**src/design/mcr_pkg.sv**
```systemverilog
// shared widths, register indexes and beat types for midpoint_clamped_to_radius
// no dependencies; imported by every module of the block
`default_nettype none

package mcr_pkg;

   // field widths
   localparam int IN_W       = 24;
   localparam int STATION_W  = 23;
   localparam int RADIUS_W   = 20;
   localparam int DIST_OUT_W = 24;
   localparam int CSR_W      = 23;
   localparam int CSR_IDX_W  = 2;

   // default saturation width of the result coordinates
   localparam int COORD_BITS_DEF = 24;

   // internal widths
   localparam int DELTA_W = 24;                  // magnitude of midpoint minus station
   localparam int SQ_W    = 2 * DELTA_W;         // one square
   localparam int RAD_W   = 2 * (DELTA_W + 1);   // radicand, even width
   localparam int ROOT_W  = RAD_W / 2;           // one root bit per stage
   localparam int REM_W   = ROOT_W + 2;          // root remainder
   localparam int NUM_W   = DELTA_W + RADIUS_W;  // delta times radius
   localparam int QUO_W   = RADIUS_W;            // quotient never exceeds the radius
   localparam int DREM_W  = ROOT_W;              // divider remainder, below the divisor
   localparam int FIN_W   = 26;                  // clamped coordinate before saturation
   localparam int SAT_W   = 34;                  // room for any COORD_BITS up to 32

   // register indexes
   localparam logic [CSR_IDX_W-1:0] CSR_STATION_X = 2'd0;
   localparam logic [CSR_IDX_W-1:0] CSR_STATION_Y = 2'd1;
   localparam logic [CSR_IDX_W-1:0] CSR_RADIUS    = 2'd2;

   localparam logic [RADIUS_W-1:0] RADIUS_RST = 20'd320;

   // sideband carried through the root pipeline
   typedef struct packed {
      logic signed [IN_W-1:0] mid_x;
      logic signed [IN_W-1:0] mid_y;
      logic                   neg_x;
      logic                   neg_y;
      logic [DELTA_W-1:0]     adx;
      logic [DELTA_W-1:0]     ady;
   } sqrt_sb_type;

   // sideband carried through the divider pipeline
   typedef struct packed {
      logic signed [IN_W-1:0] mid_x;
      logic signed [IN_W-1:0] mid_y;
      logic                   neg_x;
      logic                   neg_y;
      logic [ROOT_W-1:0]      root_dist;
      logic                   clamped;
   } div_sb_type;

endpackage

`default_nettype wire

```
**src/design/mcr_div.sv**
```systemverilog
// pipelined two-lane restoring divider, one quotient bit per stage
// depends on mcr_pkg; divisor is the distance in the sideband
`default_nettype none

module mcr_div import mcr_pkg::*; (
   input  wire logic              clock,
   input  wire logic              reset,
   input  wire logic              adv,
   input  wire logic              in_valid,
   input  wire logic [NUM_W-1:0]  in_num_x,
   input  wire logic [NUM_W-1:0]  in_num_y,
   input  wire div_sb_type        in_sb,
   output logic                   out_valid,
   output logic [QUO_W-1:0]       out_quo_x,
   output logic [QUO_W-1:0]       out_quo_y,
   output div_sb_type             out_sb
);

   logic              v_ff    [QUO_W];
   logic [DREM_W-1:0] remx_ff [QUO_W];
   logic [DREM_W-1:0] remy_ff [QUO_W];
   logic [QUO_W-1:0]  lox_ff  [QUO_W];
   logic [QUO_W-1:0]  loy_ff  [QUO_W];
   div_sb_type        sb_ff   [QUO_W];

   logic              v_in    [QUO_W];
   logic [DREM_W-1:0] remx_in [QUO_W];
   logic [DREM_W-1:0] remy_in [QUO_W];
   logic [QUO_W-1:0]  lox_in  [QUO_W];
   logic [QUO_W-1:0]  loy_in  [QUO_W];
   div_sb_type        sb_in   [QUO_W];

   for (genvar g = 0; g < QUO_W; g++) begin : g_stage
      logic              pv;
      logic [DREM_W-1:0] premx, premy;
      logic [QUO_W-1:0]  plox, ploy;
      div_sb_type        psb;
      logic [DREM_W:0]   shx, shy;
      logic [DREM_W+1:0] dfx, dfy;

      if (g == 0) begin : g_first
         // quotient fits QUO_W bits, so the upper dividend part starts below the divisor
         assign pv    = in_valid;
         assign premx = {{(DREM_W-(NUM_W-QUO_W)){1'b0}}, in_num_x[NUM_W-1:QUO_W]};
         assign premy = {{(DREM_W-(NUM_W-QUO_W)){1'b0}}, in_num_y[NUM_W-1:QUO_W]};
         assign plox  = in_num_x[QUO_W-1:0];
         assign ploy  = in_num_y[QUO_W-1:0];
         assign psb   = in_sb;
      end else begin : g_next
         assign pv    = v_ff[g-1];
         assign premx = remx_ff[g-1];
         assign premy = remy_ff[g-1];
         assign plox  = lox_ff[g-1];
         assign ploy  = loy_ff[g-1];
         assign psb   = sb_ff[g-1];
      end

      // bring down one dividend bit per lane, subtract the divisor if it fits
      always_comb begin
         shx = {premx, plox[QUO_W-1]};
         shy = {premy, ploy[QUO_W-1]};
         dfx = {1'b0, shx} - {2'b00, psb.root_dist};
         dfy = {1'b0, shy} - {2'b00, psb.root_dist};
         if (!dfx[DREM_W+1]) begin
            remx_in[g] = dfx[DREM_W-1:0];
            lox_in[g]  = {plox[QUO_W-2:0], 1'b1};
         end else begin
            remx_in[g] = shx[DREM_W-1:0];
            lox_in[g]  = {plox[QUO_W-2:0], 1'b0};
         end
         if (!dfy[DREM_W+1]) begin
            remy_in[g] = dfy[DREM_W-1:0];
            loy_in[g]  = {ploy[QUO_W-2:0], 1'b1};
         end else begin
            remy_in[g] = shy[DREM_W-1:0];
            loy_in[g]  = {ploy[QUO_W-2:0], 1'b0};
         end
         v_in[g]  = pv;
         sb_in[g] = psb;
      end
   end

   // valid bits
   always_ff @(posedge clock) begin
      if (reset) begin
         for (int i = 0; i < QUO_W; i++) v_ff[i] <= 1'b0;
      end else if (adv) begin
         for (int i = 0; i < QUO_W; i++) v_ff[i] <= v_in[i];
      end
   end

   // stage payload
   always_ff @(posedge clock) begin
      if (adv) begin
         for (int i = 0; i < QUO_W; i++) begin
            remx_ff[i] <= remx_in[i];
            remy_ff[i] <= remy_in[i];
            lox_ff[i]  <= lox_in[i];
            loy_ff[i]  <= loy_in[i];
            sb_ff[i]   <= sb_in[i];
         end
      end
   end

   assign out_valid = v_ff[QUO_W-1];
   assign out_quo_x = lox_ff[QUO_W-1];
   assign out_quo_y = loy_ff[QUO_W-1];
   assign out_sb    = sb_ff[QUO_W-1];

endmodule

`default_nettype wire

```
**config.mk**
```make
export PLATFORM = sky130hd
export DESIGN_NAME = mcr_div
export DESIGN_NICKNAME = d
export VERILOG_FILES = /design/src/design/mcr_pkg.sv /design/src/design/mcr_div.sv
export SDC_FILE = /design/constraint.sdc
export NUM_CORES = 2
export LEC_CHECK = 0
export BUFFER_PORTS_ARGS = -buffer_cell sky130_fd_sc_hd__clkbuf_2
export CORE_AREA = 2 2 625 627
export CTS_CLUSTER_SIZE = 10
export DETAILED_ROUTE_END_ITERATION = 8
export DIE_AREA = 0 0 627 629
export HOLD_SLACK_MARGIN = 0.12
export PLACE_DENSITY_LB_ADDON = 0.3
export SLEW_MARGIN = 20
export SYNTH_ARGS = -nofsm -noshare
export SYNTH_HDL_FRONTEND = slang
export SYNTH_SLANG_ARGS = --single-unit
```
**constraint.sdc**
```tcl
create_clock -name clock -period 3.6 [get_ports clock]
set_input_delay 0 -clock clock [delete_from_list [all_inputs] [get_ports clock]]
set_output_delay 0 -clock clock [all_outputs]
set_load 0.02 [all_outputs]
```
==> metrics.log <==
INFO  metric min_delay_worst_endpoint = remx_ff[0][14]
INFO  metric firstDrtPassIters = 5
INFO  metric grt_max_degree = 167
INFO  metric grtUsageTotal = 16.5%
INFO  metric period_share = 109%
INFO  metric root_buffer_cell = clkbuf_16
INFO  metric cts_tree = done
INFO  metric rr_endpoint = remy_ff[1][5]
INFO  metric min_delay_path_class = input port to register
INFO  metric worstRegToRegCells = 16
INFO  metric timing_hold_violations_final = 0
INFO  metric floorplan.die_area = 0.394 mm²
INFO  metric critical_path.reg2reg.startpoint = loy_ff[0][19]
INFO  metric antenna_found_initial = 6
INFO  metric sw_share = 34.2%
INFO  metric fraction_of_final_layout_cells_with_drive_strength_greater_than_1 = 23.4%
INFO  metric timing.hold.worst_path_depth = 5
INFO  metric share_of_total_power_in_the_clock_network = 20.3%
INFO  metric die_y = 629 µm
INFO  metric via_count = 95700
INFO  metric finalWirelength = 340000 µm
INFO  metric vias_in_the_first_global_route = 98800
INFO  metric cts-htree-levels = 5
INFO  metric critical_path.max_fanout = 7
INFO  metric outcome = finished with violations
INFO  metric violations = negative setup slack
INFO  metric worst_setup_path_end_kind = register
INFO  metric postSynth.asyncResetShare = 0%
INFO  metric power_leakage = 77.1 nW
INFO  metric wire_length_of_the_first_global_routing_pass = 518000 µm
INFO  metric clk_latency = 0.97 ns
INFO  metric maxCapViolations = 0
INFO  metric syn_nets = 12700
INFO  metric synth_cells = 11500
INFO  metric rd_place_congestion = 0.887
INFO  metric timing.final.setup_violations = 265
INFO  metric place_hpwl = 227000 µm
INFO  metric area.growth.synth_to_final = 26.0%
INFO  metric number_of_buffers_inserted_during_clock_tree_synthesis = 388
INFO  metric clock_path_buffers = 4
INFO  metric power_frac_seq = 33.9%
INFO  metric commonest_non_fill_non_tap_cells_in_the_layout = edfxtp_1, buf_4, ha_1, inv_1, nand2_1
INFO  metric drt-initial-drc-count = 4162
INFO  metric max_freq = 0.254 GHz
INFO  metric io_pins = 285
INFO  metric worst_clock_skew = 0.0643 ns
INFO  metric finalWorstPathRequiredPeriod = 3.94 ns
INFO  metric number_of_warnings_printed_during_yosys_synthesis = 0
INFO  metric slew-limit-headroom = 26.7%
INFO  metric die_w = 627 µm
INFO  metric routedWlPerCell = 17.7 µm
INFO  metric setup_repair_after_global_routing_missed_its_margin = true
INFO  metric fillCellCount = 33300
INFO  metric placement.io_buffers = 284
INFO  metric power.ir.vdd_worst = 0.576 mV
INFO  metric netSwitchingPower = 0.0586 W
INFO  metric power_per_cell_area = 878 mW/mm²
INFO  metric initial_utilization = 39.9%
INFO  metric fin_ws = -0.340 ns
INFO  metric yosysTopAreaCell = edfxtp_1
INFO  metric rows = 229
INFO  metric worst-r2r-setup-slack = -0.34 ns
INFO  metric mostFrequentLayoutCell = edfxtp_1
INFO  metric fin_tns_setup = -29.85 ns
INFO  metric least_margin_pin_slew = 1.10 ns
INFO  metric avgSynthCellArea = 13.5 µm²
INFO  metric netlist_area = 0.155 mm²
INFO  metric drc = 0
INFO  metric ys_seq_elements = 3290
INFO  metric synth_top_cells_by_area = edfxtp_1, ha_1, xnor2_1
INFO  metric critical_path_arrival = 4.65 ns
INFO  metric design.final.nets = 15000
INFO  metric core = 0.388 mm²
INFO  metric number_of_enable_type_register_cells_in_the_synthesized_netlist = 3290
INFO  metric cts.sink_count = 3290
INFO  metric synth_seq_area_share = 63.9%
INFO  metric internal-power = 0.113 W
INFO  metric clkSlewWorstSetupHoldPaths = 0.06 ns
INFO  metric viasPerCell = 4.98
INFO  metric antenna_violating_nets_post_route = 0
INFO  metric netlist-cell-type-count = 94
INFO  metric hold_start = in_num_x[33]
INFO  metric area_fraction_of_the_dominant_cell_type_after_synthesis = 63.9%
INFO  metric cp_data_required_time = 4.31 ns
INFO  metric overflow = 0
INFO  metric drv_slew = 0
INFO  metric power_frac_comb = 45.9%
INFO  metric final.hold.worst_slack = 0.238 ns
INFO  metric worst-setup-path-type = register to register
INFO  metric worst_setup_path_start_kind = register
INFO  metric ys.flop_type = edfxtp_1
[how the worst max path moves through the flow]
stage                     endpoint          start  cells past startpoint
floorplan           remy_ff[1][10]  loy_ff[0][19]                     15
global placement    remy_ff[11][1]  sb_ff[2][153]                     16
detailed placement  remy_ff[11][1]  sb_ff[2][153]                     16
CTS                 remy_ff[1][17]  loy_ff[0][19]                     17
global route         remy_ff[1][6]  loy_ff[0][19]                     16
finish               remy_ff[1][5]  loy_ff[0][19]                     16
[cells in the mapped netlist (33+ instances only)]
master / n
mux2_2: 337
nand2_1: 763
o211ai_1: 60
ha_1: 998
and2_1: 59
nand4_1: 54
a211oi_1: 90
inv_1: 788
xor2_1: 285
o21a_1: 150
nand2b_1: 136
nor3_1: 155
buf_2: 38
mux2i_1: 41
clkbuf_1: 120
and3_1: 60
o21bai_1: 95
edfxtp_1: 3290
a21oi_1: 735
a21o_1: 343
nand3_1: 147
or3_1: 73
a211o_1: 33
nor2b_1: 112
nor2_1: 586
a31oi_1: 74
xnor2_1: 447
o21ai_0: 766
o31ai_1: 87
fa_1: 38
[sequential cells by signal, indices dropped and copies added, names as in the netlist]
name / flops
sb_ff: 1520
remy_ff: 475
lox_ff: 400
remx_ff: 475
loy_ff: 400
v_ff: 20
[metrics by stage]
| step | cells | setup WS [ns] | util (%) | total power (W) | area [µm²] |
|---|---|---|---|---|---|
| 2_1_floorplan | 11500 | -0.0755 | - | 0.0997 | 155000 |
| 3_3_place_gp | 18000 | -0.646 | 44.4 | 0.121 | 172000 |
| 3_5_place_dp | 18000 | -0.644 | 44.4 | 0.122 | 172000 |
| 4_1_cts | 19100 | -0.450 | 49.5 | 0.168 | 192000 |
| 5_1_grt | 19200 | -0.478 | 50.3 | 0.182 | 195000 |
| 6_report | 19200 | -0.340 | 50.3 | 0.171 | 195000 |
[layer usage]
layer	GRT usage (%)	part of all wire, %
met2	32.6	56
met3	2.22	2.9
met5	0	0
met4	8.40	5.9
met1	16.5	36
[cells by family after synthesis]
logic type | Yosys count | synth area share [%]
flip-flops | 3290 | 63.9
multiplexers | 395 | 2.88
adder cells (fa/ha/maj) | 1036 | 8.56
AO/OA/AOI/OAI | 2755 | 11.2
AND/OR/NAND/NOR | 2281 | 6.91
buffers and inverters | 963 | 2.40
XOR/XNOR | 732 | 4.14
[critical path, stage by stage (launching register included)]
cell and delay, ns:
edfxtp_1 0.40, inv_2 0.10, ha_4 0.14, inv_2 0.03
fa_2 0.36, a211oi_4 0.29, o21ai_4 0.12, a2111o_1 0.42
o32ai_4 0.14, o31ai_2 0.11, or4b_4 0.52, a31oi_4 0.19
o21bai_4 0.09, a21boi_4 0.17, buf_12 0.15, buf_12 0.15
mux2_4 0.30
[cell type report]
class / count / area (µm²) / area share (%)
antenna: 25 / 62.6 / 0.0321
clock buffer: 460 / 10000 / 5.14
tap: 5197 / 6500 / 3.34
timing repair buffer: 2164 / 19500 / 9.99
inverter: 791 / 2980 / 1.53
multi-input combinational: 7204 / 56200 / 28.8
sequential: 3290 / 98800 / 50.7
clock inverter: 83 / 942 / 0.483
[power groups by stage]
stage	clock network, W	registers, W	logic [W]
floorplan	0	0.0567	0.0430
global placement	0	0.0585	0.0630
detailed placement	0	0.0585	0.0637
CTS	0.0360	0.0579	0.0736
global route	0.0375	0.0588	0.0856
finish	0.0347	0.0580	0.0785
[timing repair]
item,in CTS,in global routing
setup endpoints to repair,825,837
cloned,54,29
hold endpoints to repair,2465,0
pin swaps,225,276
resized for setup,626,626
hold buffers,353,0
buffers inserted,182,119
No activity file was read; power rests on OpenSTA's default activity.
